<file path="src/hdl/iprt_pkg.sv">
`default_nettype none

package iprt_pkg;

    // Fixed field widths
    localparam int ADDR_W      = 32;
    localparam int IFACE_W     = 3;
    localparam int CFG_INDEX_W = 2;
    localparam int CFG_DATA_W  = 32;

    // Slave-side tdata layout, lowest bit first
    localparam int S_NET_LSB   = 0;
    localparam int S_MASK_LSB  = S_NET_LSB + ADDR_W;
    localparam int S_GW_LSB    = S_MASK_LSB + ADDR_W;
    localparam int S_IFACE_LSB = S_GW_LSB + ADDR_W;
    localparam int S_ADDR_LSB  = S_IFACE_LSB + IFACE_W;
    localparam int S_FIELDS_W  = S_ADDR_LSB + ADDR_W;
    localparam int S_TDATA_W   = ((S_FIELDS_W + 7) / 8) * 8;

    // Item kind carried on s_tuser
    localparam logic ACT_ADD    = 1'b0;
    localparam logic ACT_LOOKUP = 1'b1;

    // Configuration register indexes
    localparam logic [CFG_INDEX_W-1:0] CFG_DEFAULT_VALID = 2'd0;
    localparam logic [CFG_INDEX_W-1:0] CFG_DEFAULT_GW    = 2'd1;
    localparam logic [CFG_INDEX_W-1:0] CFG_DEFAULT_IFACE = 2'd2;

    typedef enum logic [1:0] {
        ST_ADDED   = 2'd0,
        ST_FULL    = 2'd1,
        ST_FOUND   = 2'd2,
        ST_UNREACH = 2'd3
    } status_t;

    // Control part of the token handed from cell to cell
    typedef struct packed {
        logic valid;
        logic is_add;
        logic full;
        logic found;
    } tok_ctrl_t;

endpackage

`default_nettype wire

</file>
<file path="src/hdl/iprt_cell.sv">
`default_nettype none

module iprt_cell import iprt_pkg::*; #(
    parameter int ROUTE_ENTRIES = 16,
    parameter int CELL_IDX      = 0,
    localparam int IDX_W        = $clog2(ROUTE_ENTRIES + 1)
) (
    input  wire logic               aclk,
    input  wire logic               aresetn,
    input  wire logic               adv,
    input  wire logic               wr_req,
    input  wire logic [IDX_W-1:0]   count,
    input  wire logic [ADDR_W-1:0]  wr_network,
    input  wire logic [ADDR_W-1:0]  wr_mask,
    input  wire logic [ADDR_W-1:0]  wr_gateway,
    input  wire logic [IFACE_W-1:0] wr_iface,
    input  wire tok_ctrl_t          ctrl_in,
    input  wire logic [ADDR_W-1:0]  addr_in,
    input  wire logic [ADDR_W-1:0]  hop_in,
    input  wire logic [IFACE_W-1:0] iface_in,
    input  wire logic [IDX_W-1:0]   idx_in,
    output tok_ctrl_t               ctrl_out,
    output logic [ADDR_W-1:0]       addr_out,
    output logic [ADDR_W-1:0]       hop_out,
    output logic [IFACE_W-1:0]      iface_out,
    output logic [IDX_W-1:0]        idx_out
);

    localparam logic [IDX_W-1:0] MY_IDX = IDX_W'(CELL_IDX);

    logic [ADDR_W-1:0]  ent_network_reg;
    logic [ADDR_W-1:0]  ent_mask_reg;
    logic [ADDR_W-1:0]  ent_gateway_reg;
    logic [IFACE_W-1:0] ent_iface_reg;

    tok_ctrl_t          ctrl_reg, ctrl_next;
    logic [ADDR_W-1:0]  addr_reg;
    logic [ADDR_W-1:0]  hop_reg, hop_next;
    logic [IFACE_W-1:0] iface_reg, iface_next;
    logic [IDX_W-1:0]   idx_reg, idx_next;
    logic               match;

    // Write this slot when an add lands on it
    always_ff @(posedge aclk) begin
        if (wr_req && count == MY_IDX) begin
            ent_network_reg <= wr_network;
            ent_mask_reg    <= wr_mask;
            ent_gateway_reg <= wr_gateway;
            ent_iface_reg   <= wr_iface;
        end
    end

    // First match only: a token already resolved passes untouched
    always_comb begin
        match = ctrl_in.valid && !ctrl_in.is_add && !ctrl_in.found && (MY_IDX < count)
                && ((addr_in & ent_mask_reg) == ent_network_reg);
        ctrl_next       = ctrl_in;
        ctrl_next.found = ctrl_in.found | match;
        hop_next        = hop_in;
        iface_next      = iface_in;
        idx_next        = idx_in;
        if (match) begin
            hop_next   = (ent_gateway_reg != '0) ? ent_gateway_reg : addr_in;
            iface_next = ent_iface_reg;
            idx_next   = MY_IDX;
        end
    end

    always_ff @(posedge aclk) begin
        if (!aresetn) begin
            ctrl_reg <= '0;
        end else if (adv) begin
            ctrl_reg <= ctrl_next;
        end
    end

    always_ff @(posedge aclk) begin
        if (adv) begin
            addr_reg  <= addr_in;
            hop_reg   <= hop_next;
            iface_reg <= iface_next;
            idx_reg   <= idx_next;
        end
    end

    assign ctrl_out  = ctrl_reg;
    assign addr_out  = addr_reg;
    assign hop_out   = hop_reg;
    assign iface_out = iface_reg;
    assign idx_out   = idx_reg;

endmodule

`default_nettype wire

</file>
<file path="src/hdl/ipv4_route_table_lookup.sv">
// IPv4 route table with first-match lookup, one item in flight at a time.
// Input channel s_*: s_tuser selects the item kind (add a route or look up an
// address), s_tdata carries the route fields and the lookup address.
// Result channel m_*: one transaction per input item; m_tuser holds the
// status, m_tdata the next hop, interface and hit index.
// Configuration channel cfg_*: writes the default route registers; always
// ready, and meant to be used only while no item is in flight.
// Every item walks the row of ROUTE_ENTRIES cells, one cell per cycle, each
// cell holding one route and comparing it against the token passing through.
// Adds and lookups alike walk the whole row before their result is loaded
// into the output register; s_tready returns as soon as that result is
// loaded, so a new item is taken only once the last one has left the
// row.
// A stalled receiver holds the finished result in the output register; a new
// item may still be accepted and walks the row until it reaches the end,
// where it waits for the output register to drain.
// Reset empties the table (route count to zero), clears the default route
// and drops any item in flight. No clearing pass is needed.
`default_nettype none

module ipv4_route_table_lookup import iprt_pkg::*; #(
    parameter int ROUTE_ENTRIES = 16,
    localparam int IDX_W        = $clog2(ROUTE_ENTRIES + 1),
    localparam int M_TDATA_W    = ((ADDR_W + IFACE_W + IDX_W + 7) / 8) * 8
) (
    input  wire logic                   aclk,
    input  wire logic                   aresetn,
    // Input items
    input  wire logic                   s_tvalid,
    output logic                        s_tready,
    // route_network, route_mask, route_gateway, route_iface, lookup_addr
    input  wire logic [S_TDATA_W-1:0]   s_tdata,
    // action
    input  wire logic                   s_tuser,
    // Results
    output logic                        m_tvalid,
    input  wire logic                   m_tready,
    // next_hop, out_iface, hit_index
    output logic [M_TDATA_W-1:0]        m_tdata,
    // status
    output logic [1:0]                  m_tuser,
    // Configuration writes
    input  wire logic                   cfg_valid,
    output logic                        cfg_ready,
    input  wire logic [CFG_INDEX_W-1:0] cfg_index,
    input  wire logic [CFG_DATA_W-1:0]  cfg_data
);

    localparam logic [IDX_W-1:0] ENTRIES_IDX = IDX_W'(ROUTE_ENTRIES);

    // Configuration registers
    logic               def_valid_reg;
    logic [ADDR_W-1:0]  def_gw_reg;
    logic [IFACE_W-1:0] def_iface_reg;

    // Table and sequencing state
    logic [IDX_W-1:0]   count_reg;
    logic               busy_reg, busy_next;
    logic               s_acc;
    logic               is_add;
    logic               full;
    logic               adv;
    logic               load;

    // Token chain, one slot per cell boundary
    tok_ctrl_t          ch_ctrl  [ROUTE_ENTRIES+1];
    logic [ADDR_W-1:0]  ch_addr  [ROUTE_ENTRIES+1];
    logic [ADDR_W-1:0]  ch_hop   [ROUTE_ENTRIES+1];
    logic [IFACE_W-1:0] ch_iface [ROUTE_ENTRIES+1];
    logic [IDX_W-1:0]   ch_idx   [ROUTE_ENTRIES+1];
    tok_ctrl_t          tail;

    // Result formed at the end of the row
    status_t            res_status;
    logic [ADDR_W-1:0]  res_hop;
    logic [IFACE_W-1:0] res_iface;
    logic [IDX_W-1:0]   res_idx;

    // Output register
    logic               m_valid_reg;
    status_t            m_status_reg;
    logic [ADDR_W-1:0]  m_hop_reg;
    logic [IFACE_W-1:0] m_iface_reg;
    logic [IDX_W-1:0]   m_idx_reg;

    assign s_tready  = !busy_reg;
    assign s_acc     = s_tvalid && s_tready;
    assign is_add    = (s_tuser == ACT_ADD);
    assign full      = (count_reg >= ENTRIES_IDX);
    assign cfg_ready = 1'b1;

    // Configuration writes; unknown indexes fall through untouched
    always_ff @(posedge aclk) begin
        if (!aresetn) begin
            def_valid_reg <= 1'b0;
            def_gw_reg    <= '0;
            def_iface_reg <= '0;
        end else if (cfg_valid && cfg_ready) begin
            unique case (cfg_index)
                CFG_DEFAULT_VALID: def_valid_reg <= cfg_data[0];
                CFG_DEFAULT_GW:    def_gw_reg    <= cfg_data[ADDR_W-1:0];
                CFG_DEFAULT_IFACE: def_iface_reg <= cfg_data[IFACE_W-1:0];
                default: ;
            endcase
        end
    end

    // Route count: the add that finds room takes the next slot
    always_ff @(posedge aclk) begin
        if (!aresetn) begin
            count_reg <= '0;
        end else if (s_acc && is_add && !full) begin
            count_reg <= count_reg + IDX_W'(1);
        end
    end

    // Freeze the row only while a finished token faces a full output register
    assign adv  = !(tail.valid && m_valid_reg && !m_tready);
    assign load = tail.valid && adv;

    always_comb begin
        busy_next = busy_reg;
        if (load) begin
            busy_next = 1'b0;
        end
        if (s_acc) begin
            busy_next = 1'b1;
        end
    end

    always_ff @(posedge aclk) begin
        if (!aresetn) begin
            busy_reg <= 1'b0;
        end else begin
            busy_reg <= busy_next;
        end
    end

    // Token entering the first cell; an add carries its slot as the index
    always_comb begin
        ch_ctrl[0].valid  = s_acc;
        ch_ctrl[0].is_add = is_add;
        ch_ctrl[0].full   = full;
        ch_ctrl[0].found  = 1'b0;
        ch_addr[0]        = s_tdata[S_ADDR_LSB +: ADDR_W];
        ch_hop[0]         = '0;
        ch_iface[0]       = '0;
        ch_idx[0]         = (is_add && !full) ? count_reg : ENTRIES_IDX;
    end

    for (genvar g = 0; g < ROUTE_ENTRIES; g++) begin : g_cell
        iprt_cell #(
            .ROUTE_ENTRIES (ROUTE_ENTRIES),
            .CELL_IDX      (g)
        ) u_cell (
            .aclk       (aclk),
            .aresetn    (aresetn),
            .adv        (adv),
            .wr_req     (s_acc && is_add),
            .count      (count_reg),
            .wr_network (s_tdata[S_NET_LSB +: ADDR_W]),
            .wr_mask    (s_tdata[S_MASK_LSB +: ADDR_W]),
            .wr_gateway (s_tdata[S_GW_LSB +: ADDR_W]),
            .wr_iface   (s_tdata[S_IFACE_LSB +: IFACE_W]),
            .ctrl_in    (ch_ctrl[g]),
            .addr_in    (ch_addr[g]),
            .hop_in     (ch_hop[g]),
            .iface_in   (ch_iface[g]),
            .idx_in     (ch_idx[g]),
            .ctrl_out   (ch_ctrl[g+1]),
            .addr_out   (ch_addr[g+1]),
            .hop_out    (ch_hop[g+1]),
            .iface_out  (ch_iface[g+1]),
            .idx_out    (ch_idx[g+1])
        );
    end

    assign tail = ch_ctrl[ROUTE_ENTRIES];

    // Resolve the token: add outcome, route hit, default route or unreachable
    always_comb begin
        res_status = ST_UNREACH;
        res_hop    = '0;
        res_iface  = '0;
        res_idx    = ENTRIES_IDX;
        if (tail.is_add) begin
            res_status = tail.full ? ST_FULL : ST_ADDED;
            res_idx    = ch_idx[ROUTE_ENTRIES];
        end else if (tail.found) begin
            res_status = ST_FOUND;
            res_hop    = ch_hop[ROUTE_ENTRIES];
            res_iface  = ch_iface[ROUTE_ENTRIES];
            res_idx    = ch_idx[ROUTE_ENTRIES];
        end else if (def_valid_reg) begin
            res_status = ST_FOUND;
            res_hop    = (def_gw_reg != '0) ? def_gw_reg : ch_addr[ROUTE_ENTRIES];
            res_iface  = def_iface_reg;
        end
    end

    always_ff @(posedge aclk) begin
        if (!aresetn) begin
            m_valid_reg <= 1'b0;
        end else if (load) begin
            m_valid_reg <= 1'b1;
        end else if (m_tready) begin
            m_valid_reg <= 1'b0;
        end
    end

    always_ff @(posedge aclk) begin
        if (load) begin
            m_status_reg <= res_status;
            m_hop_reg    <= res_hop;
            m_iface_reg  <= res_iface;
            m_idx_reg    <= res_idx;
        end
    end

    assign m_tvalid = m_valid_reg;
    assign m_tuser  = m_status_reg;
    assign m_tdata  = M_TDATA_W'({m_idx_reg, m_iface_reg, m_hop_reg});

    // A token reaches the end of the row only while an item is in flight
    a_tail_busy: assert property (@(posedge aclk) disable iff (!aresetn)
        tail.valid |-> busy_reg)
        else $error("token at row end with no item in flight");

    // The table never holds more routes than it has cells
    a_count_range: assert property (@(posedge aclk) disable iff (!aresetn)
        count_reg <= ENTRIES_IDX)
        else $error("route count beyond table size");

    // An accepted add with room grows the table by exactly one
    a_count_step: assert property (@(posedge aclk) disable iff (!aresetn)
        (s_acc && is_add && !full) |=> count_reg == $past(count_reg) + IDX_W'(1))
        else $error("route count did not advance on add");

    // A new result appears only when an item was in flight
    a_result_origin: assert property (@(posedge aclk) disable iff (!aresetn)
        load |-> busy_reg)
        else $error("result loaded with no item in flight");

endmodule

`default_nettype wire

</file>
<file path="config.mk">
export PLATFORM = sky130hd
export DESIGN_NAME = ipv4_route_table_lookup
export DESIGN_NICKNAME = d
export VERILOG_FILES = /design/src/hdl/iprt_pkg.sv /design/src/hdl/iprt_cell.sv /design/src/hdl/ipv4_route_table_lookup.sv
export SDC_FILE = /design/constraint.sdc
export NUM_CORES = 2
export LEC_CHECK = 0
export BUFFER_PORTS_ARGS = -buffer_cell sky130_fd_sc_hd__buf_2
export CAP_MARGIN = 20
export CELL_PAD_IN_SITES_DETAIL_PLACEMENT = 1
export CELL_PAD_IN_SITES_GLOBAL_PLACEMENT = 1
export CORE_AREA = 2 2 545 547
export DETAILED_ROUTE_END_ITERATION = 7
export DIE_AREA = 0 0 547 549
export GPL_ROUTABILITY_DRIVEN = 0
export GPL_TIMING_DRIVEN = 0
export PLACE_DENSITY = 0.62
export SETUP_SLACK_MARGIN = 0.4
export SLEW_MARGIN = 40
export SYNTH_ARGS = -nofsm -noshare
export SYNTH_HDL_FRONTEND = slang
export SYNTH_HIERARCHICAL = 1
export SYNTH_SLANG_ARGS = --single-unit
export TNS_END_PERCENT = 20
</file>
<file path="constraint.sdc">
create_clock -name aclk -period 94.2 [get_ports aclk]
set_clock_uncertainty 0.2 [all_clocks]
set_input_delay 18.84 -clock aclk [delete_from_list [all_inputs] [get_ports aclk]]
set_output_delay 18.84 -clock aclk [all_outputs]
set_load 0.05 [all_outputs]
</file>
# After elaboration in Yosys (flattened, before gate mapping)
# Cells that the tools add are included.
# word_totals
output_inout_bits	45
wordCells	494
in_bits	176
regBits	2885
# classes
magnitude_cmp	17
reduce_logical	145
add_sub_neg	1
n_bitwise	33
n_eq_ne	33
mux	62
# op_table
op	n
32-bit 2-to-1 mux	34
32-bit nonzero test	17
32-bit bitwise AND	16
32-bit == test	16
1-bit logical AND	86
3-bit 2-to-1 mux	17
5-bit by 4-bit == test with 1-bit output (second input constant)	8
4-bit by 5-bit less-than comparator with 1-bit output (first input constant)	8
1-bit logical NOT	34
5-bit by 3-bit == test with 1-bit output (second input constant)	4
3-bit by 5-bit less-than comparator with 1-bit output (first input constant)	4
5-bit 2-to-1 mux	3
1-bit bitwise OR	15
5-bit by 2-bit == test with 1-bit output (second input constant)	2
1-bit by 5-bit less-than comparator with 1-bit output (first input constant)	2
2-bit by 5-bit less-than comparator with 1-bit output (first input constant)	2
1-bit 2-to-1 mux	7
2-bit AND reduction	3
5-bit by 1-bit adder with 5-bit output (second input constant)	1
5-bit by 1-bit == test with 1-bit output (second input constant)	1
5-bit greater-or-equal comparator (second input constant)	1
5-bit logical NOT	1
2-bit nonzero test	2
2-bit by 1-bit == test with 1-bit output (second input constant)	1
other kinds (5)	6

# Longest topological paths before layout
# logic_depth
word_depth	6
mapped_depth	8
mapped_depth_nobuf	6

# Cells and area by module
# The synthesis kept the hierarchy.
# modules_own_cells
mod	area_each_um2	n_inst	cells_per_inst
iprt_cell (g_cell[10].u_cell)	6572.6	1	389
iprt_cell (g_cell[4].u_cell)	6565.0	1	392
iprt_cell (g_cell[6].u_cell)	6565.0	1	388
iprt_cell (g_cell[13].u_cell)	6560.0	1	388
iprt_cell (g_cell[2].u_cell)	6557.5	1	389
iprt_cell (g_cell[11].u_cell)	6553.8	1	387
iprt_cell (g_cell[5].u_cell)	6550.0	1	389
iprt_cell (g_cell[12].u_cell)	6547.5	1	389
iprt_cell (g_cell[7].u_cell)	6546.3	1	387
iprt_cell (g_cell[8].u_cell)	6546.3	1	389
iprt_cell (g_cell[9].u_cell)	6545.0	1	386
iprt_cell (g_cell[0].u_cell)	6542.5	1	387
iprt_cell (g_cell[3].u_cell)	6541.3	1	386
iprt_cell (g_cell[14].u_cell)	6540.0	1	389
3 more rows	-	-	-

# Worst setup path after synthesis
# OpenSTA, ideal clock, no wires.
# synth_timing
kind	input port to flip-flop
start	input m_tready
end	register g_cell[0].u_cell.addr_reg[0] (enable)
setup_slack_ns	48.195
path_buffers	0
t_required_ns	85.985
t_arrival_ns	37.790
cell_stages	2
path_cell_list	nor2b_1 -> nand2_1
# synth_between
elab_chain_cells	2
# synth_rtl
element	line	rtl
from (decl)	ipv4_route_table_lookup.sv:37	input wire logic m_tready,
1-bit logical NOT	ipv4_route_table_lookup.sv:118	assign adv = !(tail.valid && m_valid_reg && !m_tready);
1-bit logical AND	ipv4_route_table_lookup.sv:118	
to (signal assigned)	iprt_cell.sv:79	addr_reg <= addr_in;
to (decl)	iprt_cell.sv:37	logic [ADDR_W-1:0] addr_reg;
# No other way between the ends.
# A chain may end at the register's enable or synchronous reset.

# Final worst setup path
# layout_timing
start	input s_tvalid
end	register g_cell[2].u_cell.ent_iface_reg[0] (enable)
# layout_between
elab_chain_cells	3
# layout_rtl
element	line	rtl
from (decl)	ipv4_route_table_lookup.sv:29	input wire logic s_tvalid,
1-bit logical AND	ipv4_route_table_lookup.sv:87	assign s_acc = s_tvalid && s_tready;
1-bit logical AND	ipv4_route_table_lookup.sv:159	.wr_req (s_acc && is_add),
1-bit logical AND	iprt_cell.sv:45	if (wr_req && count == MY_IDX) begin
to (signal assigned)	iprt_cell.sv:49	ent_iface_reg <= wr_iface;
to (decl)	iprt_cell.sv:34	logic [IFACE_W-1:0] ent_iface_reg;
# No other way between the ends.

==> impl_metrics.yaml <==
critical_path:
  worstPathRequired_ns: 94.56
  r2r_cells: 24
  end_kind: "register"
  cp.arrival_ns: 24.44
  start_kind: "primary input"
  crit_fanout: 7
  crit_type: "primary input to register"
power:
  p_per_area_nw_per_um2: 21.2
  ir_drop_v: 0.0000149
  p_leak_nw: 48.6
timing:
  drv_slew: 0
  final.setup.tns_ns: 0
  period_needed_ns: 24.08
  relSlewSlack_pct: 37.5
  setup_viol_count_final: 0
  setup_slack_ns: 70.12
  max_freq_mhz: 41.5
  fin_crit_sh_pct: 25.6
  worst_hold_slack_ns: 0.271
  hold_viol_final: 0
  rsz0062_at_grt: "no"
  worstMarginPinSlew_ns: 0.938
cells_and_area:
  nFillCells: 29100
  area_delta_synth_final_pct: 16.5
  layout.nets: 7546
  postLayoutCellArea_um2: 126000
  multiInputGateArea_um2: 20500
  drive_above_1_share_pct: 13.3
  regArea_um2: 85600
  fin_util_pct: 42.9
min_path:
  min_path_cells: 0
  hp-class: "register to register"
global_routing:
  grt_max_degree: 66
  gr-total-overflow: 0
  grt_pass1_vias: 61200
  globalRouteTotalUtil_pct: 19.8
  antenna_found_initial: 15
  grt_pass1_wl_um: 429000
clock_network:
  clk_path_buf_depth: 4
  tritoncts: "yes"
  ctsResizeCount: 0
  ctsHtreeMaxLevel: 5
  cts_setup_buffers: 0
  clk_pin_slew_ns: 0.06
  clock-sinks: 2885
  holdBufCountCts: 0
  clock_latency_ns: 0.87
  clockRootBuffer: "clkbuf_16"
  cts_made_buffers: 305
floorplan:
  rows: 200
  ios: 221
  die_x_um: 547
  die_h_um: 549
  fp.dieArea_um2: 300000
  coreArea_um2: 295000
  floorplan.initialDensity_pct: 36.8
logic_synthesis:
  synth_seq_area_share_pct: 78.8
  yosysTopAreaCellShare_pct: 76.9
  netlist_top_cells_area: "edfxtp_1, mux2i_1, xor2_1"
  synth_cells: 6598
  synthTopCellsByCount: "edfxtp_1, nand2_1, mux2i_1"
  yosysMostFrequentCell: "edfxtp_1"
  synth_top_area_cell: "edfxtp_1"
  synthArstFlopShare_pct: 0
  ys_types: 61
  synth-edff-count: 2778
  ys_warn_count: 6
  syn-cell-area_um2: 109000
  ys.flop_type: "edfxtp_1"
  syn_area_per_cell_um2: 16.4
  ys_ff_latch: 2885
drt:
  vias: 56700
  dr.pass1.iters: 6
  dr.first_iter.drc_count: 4327
  wl_per_cell_um: 26.2
  wirelength_um: 302000
  drc: 0
  viasPerCell: 4.91
  ant_nets: 0
placed_design:
  dp_hpwl_um: 234000
  io_buffers: 214
  pre_cts_ws_ns: 69.26
  placed_area_um2: 117000
run:
  cap_violations: 0
outcome:
  status: "complete, no violations"
## cells in the final DEF (no fill, tap or decap), drive strengths merged, types with 35 or more instances in the layout
| master | instances |
|---|---|
| clkbuf | 463 |
| nor2b | 56 |
| clkinv | 112 |
| xnor2 | 165 |
| mux2 | 48 |
| and2 | 54 |
| xor2 | 323 |
| buf | 514 |
| o21ai | 50 |
| mux2i | 564 |
| dfxtp | 107 |
| conb | 38 |
| edfxtp | 2778 |
| a22oi | 35 |
| a21oi | 555 |
| nand2 | 626 |
| inv | 544 |
| nor2 | 59 |
| nor4 | 190 |
| nand4 | 124 |
## power by group
group	total, mW	leakage (nW)	switching, mW	internal (mW)
Clock	1.17	4.67	0.489	0.676
Combinational	0.0664	16.0	0.0492	0.0172
Sequential	1.45	27.9	0.0185	1.43
Total	2.68	48.6	0.557	2.13
## through the flow
stage,power [mW],cells
after CTS,2.71,11500
after detailed placement,1.55,11000
final,2.68,11500
after floorplan,1.50,6634
after global routing,2.76,11500
after global placement,1.54,10800
## worst max-delay path, cell delays in order
cell,delay [ns]
buf_2,0.16
nor2b_1,0.38
and2_2,0.60
nand3b_1,0.17
nor4_2,0.23
buf_2,0.25
buf_2,0.20
buf_2,0.21
buf_2,0.20
buf_2,0.21
buf_2,0.20
buf_2,0.20
buf_2,0.20
buf_2,0.20
buf_2,0.21
buf_2,0.21
buf_2,0.20
buf_2,0.19
buf_2,0.19
buf_2,0.20
buf_2,0.20
buf_2,0.20
buf_2,0.17
buf_2,0.19
buf_2,0.20
## final timing paths
kind	to	startpoint	slack, ns
worst max-delay path	g_cell[2].u_cell/ent_iface_reg[0]$_DFFE_PP_	s_tvalid	70.12
worst min-delay path	g_cell[13].u_cell/addr_out[7]$_DFFE_PP_	g_cell[12].u_cell/addr_out[7]$_DFFE_PP_	0.27
worst max register to register	g_cell[2].u_cell/ent_iface_reg[0]$_DFFE_PP_	busy_reg$_SDFFE_PN0P_	87.60
worst min register to register	g_cell[13].u_cell/addr_out[7]$_DFFE_PP_	g_cell[12].u_cell/addr_out[7]$_DFFE_PP_	0.27
## routing by layer
layer  routed length (um)  up-vias  global-route usage [%]
met5                    0        -                       0
met4                18200        0                    10.7
met3                11400      517                    2.13
met2               151000     1442                    34.6
met1               122000    28800                    24.0
li1                     -    25900                       -
## cell families after synthesis
group / count (synthesis) / synth area share [%]
AO/OA/AOI/OAI: 690 / 3.38
XOR/XNOR: 488 / 3.94
adder cells (fa/ha/maj): 2 / 0.0231
buffers and inverters: 698 / 2.58
flip-flops: 2885 / 78.8
multiplexers: 612 / 5.75
other: 2 / 0.00692
AND/OR/NAND/NOR: 1221 / 5.48
## cell type report
cell class / count / area share [%]
Antenna cell: 6 / 0.0119
Sequential cell: 2885 / 67.7
Timing Repair Buffer: 427 / 2.44
Tap cell: 3939 / 3.90
Inverter: 536 / 1.59
Buffer: 162 / 0.623
Clock inverter: 150 / 1.13
Clock buffer: 388 / 6.42
Multi-Input combinational cell: 3051 / 16.2
No activity file was read; power rests on OpenSTA's default activity.
